## src/design/rau_pkg.sv

```systemverilog
// ----------------------------------------------------------------------------
// rau_pkg: shared types and constants for the rational arithmetic unit
// Operation and status codes, field widths, controller/datapath handshake.
// ----------------------------------------------------------------------------
`default_nettype none

package rau_pkg;

  // Field widths on the ports
  localparam int FIELD_W      = 32;
  localparam int FUNC_W       = 3;
  localparam int STATUS_W     = 2;
  localparam int MAG_W        = 64;
  localparam int DEN_W        = MAG_W - 1;
  localparam int SHIFT_W      = $clog2(MAG_W);
  localparam int IN_DATA_W    = 4 * FIELD_W;
  localparam int OUT_DATA_W   = 128;
  localparam int OPERAND_WIDTH_DEF = 32;

  // Operation codes
  localparam logic [FUNC_W-1:0] FUNC_ADD  = 3'd0;
  localparam logic [FUNC_W-1:0] FUNC_SUB  = 3'd1;
  localparam logic [FUNC_W-1:0] FUNC_MUL  = 3'd2;
  localparam logic [FUNC_W-1:0] FUNC_DIV  = 3'd3;

  // Status codes
  localparam logic [STATUS_W-1:0] ST_OK       = 2'd0;
  localparam logic [STATUS_W-1:0] ST_ZERO_DEN = 2'd1;
  localparam logic [STATUS_W-1:0] ST_OVF      = 2'd2;

  // Multiply steps
  localparam int MUL_IDX_W = 2;
  localparam logic [MUL_IDX_W-1:0] MUL_P1  = 2'd0;
  localparam logic [MUL_IDX_W-1:0] MUL_P2  = 2'd1;
  localparam logic [MUL_IDX_W-1:0] MUL_DEN = 2'd2;

  // Controller to datapath commands
  typedef struct packed {
    logic                 load;
    logic                 mul_en;
    logic [MUL_IDX_W-1:0] mul_idx;
    logic                 sum_en;
    logic                 gcd_init;
    logic                 gcd_en;
    logic                 div_init;
    logic                 div_en;
    logic                 out_load;
  } cmd_t;

  // Datapath to controller status
  typedef struct packed {
    logic is_show;
    logic den_zero;
    logic gcd_done;
    logic div_last;
    logic out_busy;
  } sts_t;

endpackage

`default_nettype wire

```

## src/design/rau_ctrl.sv

```systemverilog
// ----------------------------------------------------------------------------
// rau_ctrl: sequencing state machine
// Steps the datapath: multiply, sum, GCD, divide (not for show/zero den), load.
// ----------------------------------------------------------------------------
`default_nettype none

module rau_ctrl (
  input  wire                 clk,
  input  wire                 rst,
  input  wire                 in_valid,
  output logic                in_ready,
  input  wire rau_pkg::sts_t  sts,
  output rau_pkg::cmd_t       cmd
);
  import rau_pkg::*;

  typedef enum logic [2:0] {
    S_IDLE, S_MUL, S_SUM, S_CHECK, S_GCD, S_DIV, S_OUT
  } state_t;

  state_t               state, state_next;
  logic [MUL_IDX_W-1:0] mul_idx, mul_idx_next;

  // Next state and commands
  always_comb begin
    state_next   = state;
    mul_idx_next = mul_idx;
    cmd          = '0;
    cmd.mul_idx  = mul_idx;
    in_ready     = 1'b0;
    case (state)
      S_IDLE: begin
        in_ready = 1'b1;
        if (in_valid) begin
          cmd.load     = 1'b1;
          mul_idx_next = MUL_P1;
          state_next   = S_MUL;
        end
      end
      S_MUL: begin
        cmd.mul_en = 1'b1;
        if (mul_idx == MUL_DEN) begin
          state_next = S_SUM;
        end else begin
          mul_idx_next = mul_idx + 1'b1;
        end
      end
      S_SUM: begin
        cmd.sum_en = 1'b1;
        state_next = S_CHECK;
      end
      S_CHECK: begin
        if (sts.is_show || sts.den_zero) begin
          state_next = S_OUT;
        end else begin
          cmd.gcd_init = 1'b1;
          state_next   = S_GCD;
        end
      end
      S_GCD: begin
        if (sts.gcd_done) begin
          cmd.div_init = 1'b1;
          state_next   = S_DIV;
        end else begin
          cmd.gcd_en = 1'b1;
        end
      end
      S_DIV: begin
        cmd.div_en = 1'b1;
        if (sts.div_last) state_next = S_OUT;
      end
      S_OUT: begin
        if (!sts.out_busy) begin
          cmd.out_load = 1'b1;
          state_next   = S_IDLE;
        end
      end
      default: state_next = S_IDLE;
    endcase
  end

  // State register
  always_ff @(posedge clk) begin
    if (rst) begin
      state   <= S_IDLE;
      mul_idx <= MUL_P1;
    end else begin
      state   <= state_next;
      mul_idx <= mul_idx_next;
    end
  end

endmodule

`default_nettype wire

```

## config.mk

```make
export PLATFORM = sky130hd
export DESIGN_NAME = rau_ctrl
export DESIGN_NICKNAME = d
export VERILOG_FILES = /design/src/design/rau_pkg.sv /design/src/design/rau_ctrl.sv
export SDC_FILE = /design/constraint.sdc
export NUM_CORES = 1
export LEC_CHECK = 0
export BUFFER_PORTS_ARGS = -buffer_cell sky130_fd_sc_hd__buf_2
export CORE_AREA = 2 2 39 41
export CTS_CLUSTER_DIAMETER = 40
export DETAILED_ROUTE_END_ITERATION = 12
export DIE_AREA = 0 0 41 43
export GPL_ROUTABILITY_DRIVEN = 0
export PLACE_DENSITY = 0.52
export SLEW_MARGIN = 10
export SYNTH_ARGS = -nofsm -noshare
export SYNTH_HDL_FRONTEND = slang
export SYNTH_SLANG_ARGS = --single-unit
```

## constraint.sdc

```tcl
create_clock -name clk -period 1.35 [get_ports clk]
set_input_delay 0.27 -clock clk [delete_from_list [all_inputs] [get_ports clk]]
set_output_delay 0.27 -clock clk [all_outputs]
set_load 0.05 [all_outputs]
```

Word level (Yosys, flattened, before mapping)
Index checks and enable logic that the tools add are counted.
{"block": "totals", "ff_bits": 5, "input_bits": 8, "wordCells": 44, "out_inout_bits": 11}
{"block": "op_classes", "addsub": 1, "n_eq_ne": 13, "reduce_logical": 5, "mux": 23}
{"operator": "$pmux 3 s7", "n": 1}
{"operator": "$mux 3", "n": 5}
{"operator": "$mux 1", "n": 12}
{"operator": "$ne 2x2->1 const B", "n": 6}
{"operator": "$eq 3x3->1 const B", "n": 3}
{"operator": "$mux 2", "n": 4}
{"operator": "$eq 3x2->1 const B", "n": 2}
{"operator": "$reduce_and 5->1", "n": 1}
{"operator": "$pmux 2 s2", "n": 1}
{"operator": "$eq 3x1->1 const B", "n": 1}
{"operator": "$logic_not 3->1", "n": 1}
{"operator": "$reduce_and 3->1", "n": 1}
{"operator": "$add 2x1->2 const B", "n": 1}
{"operator": "$eq 2x2->1 const B", "n": 1}
{"operator": "$reduce_bool 2->1", "n": 1}
{"operator": "$logic_or 1x1->1", "n": 1}

Logic depth before layout (Yosys ltp)
Gate-level depths: netlist of the first run.
{"block": "depth", "depth_word": 3, "mapped_depth": 5, "mapped_depth_nobuf": 5}

Worst setup path before layout of the first run
Ideal clock, no wire load.
{"block": "synth_path", "path_kind": "flip-flop to output port", "startpoint": "reg state[0]", "endpoint": "out cmd[9] (netlist bit)", "setup_slack_ns": -1.139, "arrival_ns": 2.219, "path_stages_with_launch": 4, "path_cell_list": "dfxtp_1 -> clkbuf_1 -> nor3_1 -> and2_1"}
{"item": "start: declaration", "line": "rau_ctrl.sv:21", "source": "state_t state, state_next;"}
{"item": "start signal: assignment", "line": "rau_ctrl.sv:88", "source": "state <= state_next;"}
{"item": "end: declaration", "line": "rau_ctrl.sv:13", "source": "output rau_pkg::cmd_t cmd"}

==> impl_metrics.yaml, run 1 <==
setup_path:
  slowest_delay_ps: 360
  crit_top_cell: "buf_6"
  required_ps: 1080
  cp_slowest_cell: "dfxtp_4"
  arrival_ps: 1220
  start_kind: "flip-flop"
  crit_family: "flip-flops"
  crit_fanout: 7
  crit_type: "reg -> out"
  cp-end-kind: "output pin"
  path_buf_inv: 2
  worstPathCellList: "buf_6 -> nor4_4 -> buf_6"
finish:
  diodes: 0
  layout.nets: 92
  final_cell_mix: "13 x buf_6, 12 x buf_4, 9 x buf_2"
  final_area_um2: 817.0
  fillers: 131
  final_cell_count_no_fill: 98
  drive_gt1_frac: 0.7317
  area_delta_synth_final_pct: 133.2
  final_common_cell: "buf_6"
pwr:
  netSwitchingPower_w: 0.0001798
  comb_power_share: 0.381
  clkPwrFrac: 0.319
  power.share.sequential: 0.300
  leakage_nw: 0.3401
  power.internal_w: 0.0003607
  power_density_mw_per_mm2: 661.5
  ir_drop_mv: 0.4341
  sw_frac_of_total: 0.3326
route:
  drc: 0
  num_vias: 463
  dr.first_iter.drc_count: 1
  routed_wirelength_um: 1133
  detail-route-antenna-nets: 0
  avgViaCountPerCell: 4.724
  wire_per_inst_um: 11.56
  dr.pass1.iters: 4
placement:
  pre_cts_slack_ps: -131.9
  numPortBuffers: 18
  post_dp_cell_area_um2: 635.6
  dp_hpwl_um: 855.2
  dp_cells: 88
timing:
  fmax_ghz: 0.6689
  rsz0062_at_grt: "yes"
  layout_setup_ws_ps: -145.0
  worst_pin_slew_ps: 238.7
  fin_worst_skew_ps: 4.002
  tns_ps: -778.6
  finalSetupViolations: 9
  slew_viol_final: 0
  hold_viol: 0
  period_minus_slack_ps: 1495
  hold_slack_ps: 267.4
  slew_headroom: 0.8398
  finalCritPeriodShare: 1.107
outcome:
  violations: "setup timing"
  status: "finished with violations"
floorplanning:
  fp-row-count: 14
  initial_core_util: 0.2532
  io_pins: 19
  die_y_um: 43
  core_area_mm2: 0.001384
  die_area_mm2: 0.001763
  fp.dieW_um: 41
logic_synthesis:
  yosysSeqAreaShare: 0.2857
  async_flop_share: 0
  synth_edf_count: 0
  synth_area_um2: 350.3
  yosysWarningCount: 0
  ys_ff_latch: 5
  synthCells: 45
  synth_ff_type: "dfxtp_1"
  syn-num-nets: 54
  yosysUniqueCellTypes: 26
  avgSynthCellArea_um2: 7.785
grt:
  grt_pass1_vias: 409
  met3_usage: 0.06806
  grt_pass1_wl_um: 1676
  grt_overflow: 0
  grt_usage: 0.1396
  busiest_layer: "met2"
  grt.met1_usage: 0.1672
  antenna_found_initial: 0
  grt_max_degree: 8
  grt_util_met2: 0.2219
cts:
  clk_path_buf_depth: 2
  clkLatencyLatePin_ps: 240
  clkTransAtPathRegs_ps: 40
  ctsHoldBuffers: 0
  root_buffer: "clkbuf_4"
  tritoncts: "done"
  cts.sinks: 5
  ctsHtreeMaxLevel: 1
  cts_buffers: 3
hold_path:
  hp-class: "in -> reg"
flow_run:
  max_cap_viol_count: 0
==> final timing paths <==
path / start / end / slack [ps] / cells past startpoint
setup / recovery: state[1] / cmd[3] / -140 / 3
hold / removal: rst / state[2] / 270 / 2
setup reg to reg: mul_idx[0] / mul_idx[0] / -140 / 5
hold reg to reg: mul_idx[0] / mul_idx[0] / 500 / 2
==> synth_stat cells (all sizes together), types with 2 or more instances <==
cell | instances | area (µm²)
o21ai | 2 | 10.01
nand2b | 5 | 31.28
nand3 | 2 | 10.01
inv | 4 | 15.01
nor2 | 4 | 15.01
nor4 | 2 | 12.51
buf | 2 | 16.26
dfxtp | 5 | 100.1
nor3 | 3 | 15.01
==> power groups by stage <==
stage / sequential, W / combinational (W) / clock [W]
after global routing: 0.000165 / 0.000219 / 0.000185
after detailed placement: 0.000167 / 0.000166 / 0
after floorplan: 0.000178 / 0.000102 / 0
final: 0.000162 / 0.000206 / 0.000172
after CTS: 0.000163 / 0.000194 / 0.000177
after global placement: 0.000167 / 0.000164 / 0
==> flip-flops by register name, indices dropped and copies added, names as in the netlist <==
name	cells
state	3
mul_idx	2
==> final cells by class <==
type | count | area (µm²) | share of cell area
Timing Repair Buffer | 36 | 311.5 | 0.3813
Tap cell | 16 | 20.02 | 0.02450
Clock buffer | 4 | 26.28 | 0.03216
Multi-Input combinational cell | 33 | 319.1 | 0.3905
Inverter | 4 | 21.27 | 0.02603
Sequential cell | 5 | 118.9 | 0.1455
==> what timing repair did <==
item / in CTS / in global routing
gates resized for setup: 30 / 3
setup buffers: 4 / 2
pin swaps: 7 / 2
setup endpoints to repair: 11 / 11
==> stage by stage <==
| stage | utilization | total power, W |
|---|---|---|
| floorplan | - | 0.0002796 |
| global placement | 0.4593 | 0.0003315 |
| detailed placement | 0.4593 | 0.0003330 |
| CTS | 0.5687 | 0.0005340 |
| global route | 0.5904 | 0.0005684 |
| finish | 0.5904 | 0.0005405 |
==> layer usage <==
metal	share of wire	vias up
met4	0	0
met2	0.52	14
met1	0.43	211
met5	0	-
met3	0.051	0
li1	-	238
==> kinds of logic after synthesis <==
| kind of cell | after synthesis | share of synthesized area |
|---|---|---|
| muxes | 1 | 0.02857 |
| buffers and inverters | 7 | 0.09996 |
| DFF | 5 | 0.2857 |
| adders and majority gates | 1 | 0.03571 |
| and+or+nand+nor | 23 | 0.3929 |
| AOI/OAI and AO/OA | 8 | 0.1572 |
Power figures use the tool's default switching activity.
==> run 2: changes to the inputs <==
--- a/config.mk
+++ b/config.mk
@@ -5,7 +5,7 @@
 export SDC_FILE = /design/constraint.sdc
 export NUM_CORES = 1
 export LEC_CHECK = 0
-export BUFFER_PORTS_ARGS = -buffer_cell sky130_fd_sc_hd__buf_2
+export BUFFER_PORTS_ARGS = -buffer_cell sky130_fd_sc_hd__clkbuf_2
 export CORE_AREA = 2 2 39 41
 export CTS_CLUSTER_DIAMETER = 40
 export DETAILED_ROUTE_END_ITERATION = 12
==> run 2 against run 1 <==
- the flow still finishes with violations (setup timing)
- largest power group unchanged
- critical endpoint is now mul_idx[0]
- non-clock buffer count up 3
- first-iteration DRC count rose to 12 times the previous value
- via count up 6.5%
- clock-buffer cell count unchanged
- die area unchanged
- sequential share of layout area down 1.0 points
- clock skew up 1.2 ps
- worst setup slack worse by 18 ps
- largest cell class is now buffers
==> impl_metrics.yaml, run 2 (synthesis gave the netlist of run 1 again) <==
grt:
  antenna_found_initial: 0
  grt_pass1_wl_um: 1932
  grt_overflow: 0
  grt_usage: 0.1616
  grt_pass1_vias: 455
  grt_max_degree: 8
finish:
  layout.nets: 95
  top_regs: "state: 3 flops, mul_idx: 2 flops"
  drive_gt1_frac: 0.7647
  final_cell_count_no_fill: 101
  largest_register: "state"
  final_cell_mix: "14 x buf_4, 9 x clkbuf_2, 7 x buf_6"
  largest_reg_flops: 3
  final_common_cell: "buf_4"
  diodes: 0
  area_delta_synth_final_pct: 151.1
timing:
  fmax_ghz: 0.6611
  layout_setup_ws_ps: -162.6
  hold_slack_ps: 279.2
  hold_viol: 0
  fin_worst_skew_ps: 5.231
  period_minus_slack_ps: 1513
  slew_viol_final: 0
  slew_headroom: 0.8180
  rsz0062_at_grt: "yes"
  worst_pin_slew_ps: 274.1
  finalCritPeriodShare: 1.120
  finalSetupViolations: 10
cts:
  tritoncts: "done"
  cts.sinks: 5
  clk_path_buf_depth: 2
  root_buffer: "clkbuf_4"
  clkLatencyLatePin_ps: 240
  cts_buffers: 3
  clkTransAtPathRegs_ps: 50
  ctsHtreeMaxLevel: 1
pwr:
  power.total_w: 0.0005561
  power.share.sequential: 0.293
  power.internal_w: 0.0003715
  comb_power_share: 0.398
  netSwitchingPower_w: 0.0001846
  ir_drop_mv: 0.2807
  power_density_mw_per_mm2: 632.2
  leakage_nw: 0.3613
  clkPwrFrac: 0.309
  sw_frac_of_total: 0.3319
setup_path:
  cp_slowest_cell: "or4b_4"
  path_buf_inv: 1
  start_kind: "flip-flop"
  crit_type: "reg -> reg"
  slowest_delay_ps: 480
  crit_fanout: 3
  crit_family: "simple AND/OR/NAND/NOR gates"
  cp-end-kind: "flip-flop"
  required_ps: 1500
  worstPathCellList: "inv_4 -> ha_4 -> or4b_4 -> or3_1 -> o31ai_1"
  arrival_ps: 1660
floorplanning:
  die_y_um: 43
  fp.dieW_um: 41
  core_area_mm2: 0.001384
  initial_core_util: 0.2532
  io_pins: 19
  die_area_mm2: 0.001763
  fp-row-count: 14
route:
  wire_per_inst_um: 11.99
  avgViaCountPerCell: 4.881
  routed_wirelength_um: 1211
  dr.pass1.iters: 4
  dr.first_iter.drc_count: 12
  num_vias: 493
  drc: 0
  detail-route-antenna-nets: 0
flow_run:
  max_cap_viol_count: 0
placement:
  dp_cells: 91
  pre_cts_slack_ps: -147.6
  numPortBuffers: 18
  dp_hpwl_um: 839.1
hold_path:
  hp-class: "in -> reg"
outcome:
  violations: "setup timing"
  status: "finished with violations"
run 2: cell count changes in the layout (fill, tap and decap cells not counted), sizes merged:
cell / before / now
buf: 36 / 26
clkbuf: 4 / 17
run 2: repair_timing:
action | CTS | global route
endpoints found under the setup margin | 11 | 11
hold buffers | 0 | 0
pin swaps | 7 | 3
buffers inserted | 6 | 0
gates resized for setup | 30 | 11
run 2: power by group through the flow:
stage | sequential [W] | combinational [W] | clock [W]
after global routing | 0.000163 | 0.000237 | 0.000194
after global placement | 0.000169 | 0.000168 | 0
after detailed placement | 0.000168 | 0.000169 | 0
after floorplan | 0.000178 | 0.000102 | 0
final | 0.000163 | 0.000221 | 0.000172
after CTS | 0.000162 | 0.000211 | 0.000181
run 2: per-stage QoR:
| step | TNS, ps | area [µm²] | utilization |
|---|---|---|---|
| final | -988.3 | 879.6 | 0.6356 |
| after global routing | -1513 | 879.6 | 0.6356 |
| after CTS | -1142 | 852.1 | 0.6157 |
| after global placement | -338.0 | 658.1 | 0.4756 |
| after detailed placement | -440.1 | 658.1 | 0.4756 |
| after floorplan | -798.7 | 471.7 | - |
run 2: routing by layer:
metal | GRT usage | vias up | routed length (µm) | part of all wire
met4 | 0.04000 | 0 | 0 | 0
met3 | 0.06283 | 0 | 48 | 0.040
met2 | 0.2500 | 14 | 665 | 0.55
met5 | 0 | - | 0 | 0
met1 | 0.2026 | 233 | 497 | 0.41
li1 | - | 246 | - | -
run 2: final timing paths:
kind	start	to	slack, ps	cells after the start
setup / recovery	mul_idx[0]	mul_idx[0]	-160	5
hold / removal	rst	state[2]	280	2
setup reg to reg	mul_idx[0]	mul_idx[0]	-160	5
hold reg to reg	mul_idx[0]	mul_idx[0]	510	2
run 2: cell type report:
| cell class | count | area [µm²] |
|---|---|---|
| timing repair buffer | 39 | 364.1 |
| clock buffer | 4 | 26.28 |
| fill | 121 | 504.2 |
| tap | 16 | 20.02 |
| inverter | 4 | 21.27 |
| multi-input combinational | 33 | 329.1 |
| sequential | 5 | 118.9 |
run 2: worst register-to-register path, cell delays in order (launching register included):
cell	delay, ps
dfxtp_4	360
inv_4	40
ha_4	150
or4b_4	480
or3_1	330
o31ai_1	70
==> run 3: changes to the inputs <==
--- a/config.mk
+++ b/config.mk
@@ -11,7 +11,6 @@
 export DETAILED_ROUTE_END_ITERATION = 12
 export DIE_AREA = 0 0 41 43
 export GPL_ROUTABILITY_DRIVEN = 0
-export PLACE_DENSITY = 0.52
 export SLEW_MARGIN = 10
 export SYNTH_ARGS = -nofsm -noshare
 export SYNTH_HDL_FRONTEND = slang
==> run 3 against run 2 <==
- first-iteration DRC count is 42% lower
- sequential cell count stayed put
- highest routed layer is now met4
- sequential power hardly changed
- the run still ends with setup timing left
- die area stayed put
- critical endpoint is now cmd[9]
==> impl_metrics.yaml, run 3 (synthesis gave the netlist of run 1 again) <==
pwr:
  leakage_nw: 0.3425
  power_density_mw_per_mm2: 652.3
  ir_drop_mv: 0.2396
  power.total_w: 0.0005534
floorplanning:
  die_area_mm2: 0.001763
  fp-row-count: 14
  io_pins: 19
  initial_core_util: 0.2532
  fp.dieW_um: 41
  core_area_mm2: 0.001384
  die_y_um: 43
outcome:
  violations: "setup timing"
  status: "finished with violations"
finish:
  area_delta_synth_final_pct: 142.1
  diodes: 0
  fin_util: 0.6130
  final_cell_mix: "13 x buf_4, 9 x clkbuf_2, 5 x dfxtp_4, 5 x buf_8"
  drive_gt1_frac: 0.7375
  largest_register: "state"
  largest_reg_flops: 3
  layout.nets: 90
  top_regs: "state: 3 flops, mul_idx: 2 flops"
  final_common_cell: "buf_4"
  final_cell_count_no_fill: 96
grt:
  grt_usage: 0.1799
  grt_overflow: 0
  grt_pass1_vias: 480
  grt_pass1_wl_um: 2090
  grt_max_degree: 8
  antenna_found_initial: 0
route:
  num_vias: 475
  wire_per_inst_um: 13.24
  avgViaCountPerCell: 4.948
  dr.pass1.iters: 2
  dr.first_iter.drc_count: 7
  routed_wirelength_um: 1271
  drc: 0
  detail-route-antenna-nets: 0
timing:
  rsz0062_at_grt: "yes"
  finalCritPeriodShare: 1.115
  fin_worst_skew_ps: 4.740
  slew_viol_final: 0
  hold_viol: 0
  slew_headroom: 0.7996
  fmax_ghz: 0.6641
  period_minus_slack_ps: 1506
  finalSetupViolations: 10
  layout_setup_ws_ps: -155.7
  worst_pin_slew_ps: 298.5
placement:
  numPortBuffers: 18
  dp_cells: 86
  dp_hpwl_um: 790.5
cts:
  clk_path_buf_depth: 2
  ctsHtreeMaxLevel: 1
  tritoncts: "done"
  cts_buffers: 3
  root_buffer: "clkbuf_4"
  ctsHoldBuffers: 0
  clkLatencyLatePin_ps: 250
  clkTransAtPathRegs_ps: 40
  cts.sinks: 5
setup_path:
  crit_type: "reg -> out"
  arrival_ps: 1240
  cp-end-kind: "output pin"
  required_ps: 1080
  crit_fanout: 6
  start_kind: "flip-flop"
hold_path:
  hp-class: "in -> reg"
flow_run:
  max_cap_viol_count: 0
-- run 3: power breakdown --
group	total, W	internal [W]	leakage, nW	switching (W)
clock network	0.000176	0.000112	0.0150	0.0000642
registers	0.000161	0.000151	0.0444	0.00000999
logic	0.000217	0.000105	0.283	0.000112
-- run 3: path summary, 6_finish.rpt --
path | from | to | slack, ps | cells past startpoint
worst max-delay path | state[1] | cmd[9] | -160 | 4
worst min-delay path | rst | state[2] | 280 | 2
worst max register to register | mul_idx[0] | mul_idx[0] | -140 | 5
worst min register to register | mul_idx[0] | mul_idx[0] | 510 | 2
-- run 3: what timing repair did --
item / 4_1_cts / 5_1_grt
gates cloned: 0 / 0
setup buffers: 5 / 1
setup endpoints to repair: 11 / 12
pin swaps: 5 / 1
gates resized for setup: 24 / 11
-- run 3: metal layers --
metal | vias to the layer above | GRT usage | part of all wire
met1 | 216 | 0.2290 | 0.41
li1 | 236 | - | -
met3 | 5 | 0.02094 | 0.058
met2 | 18 | 0.2563 | 0.50
met4 | 0 | 0.1467 | 0.030
met5 | - | 0 | 0
-- run 3: area by class of cell --
| class | instances | area [µm²] |
|---|---|---|
| clock buffer | 4 | 26.28 |
| timing repair buffer | 34 | 332.8 |
| multi-input combinational | 33 | 329.1 |
| tap | 16 | 20.02 |
| sequential | 5 | 118.9 |
| fill | 123 | 535.5 |
| inverter | 4 | 21.27 |
-- run 3: worst max-delay path, cell delays in order, from the launching register on --
cell and delay [ps]:
dfxtp_4 360, buf_6 140, nor3_4 180, and2_4 170, clkbuf_16 150
-- run 3: stage by stage --
| step | instance area [µm²] | hold WS, ps | setup WS (ps) | setup TNS (ps) |
|---|---|---|---|---|
| 2_1_floorplan | 471.7 | 331.7 | -229.8 | -798.7 |
| 3_3_place_gp | 648.1 | 500.2 | -105.5 | -314.1 |
| 3_5_place_dp | 648.1 | 507.2 | -129.7 | -320.5 |
| 4_1_cts | 813.3 | 265.2 | -156.5 | -1124 |
| 5_1_grt | 848.3 | 289.2 | -186.2 | -1554 |
| 6_report | 848.3 | 275.5 | -155.7 | -1051 |
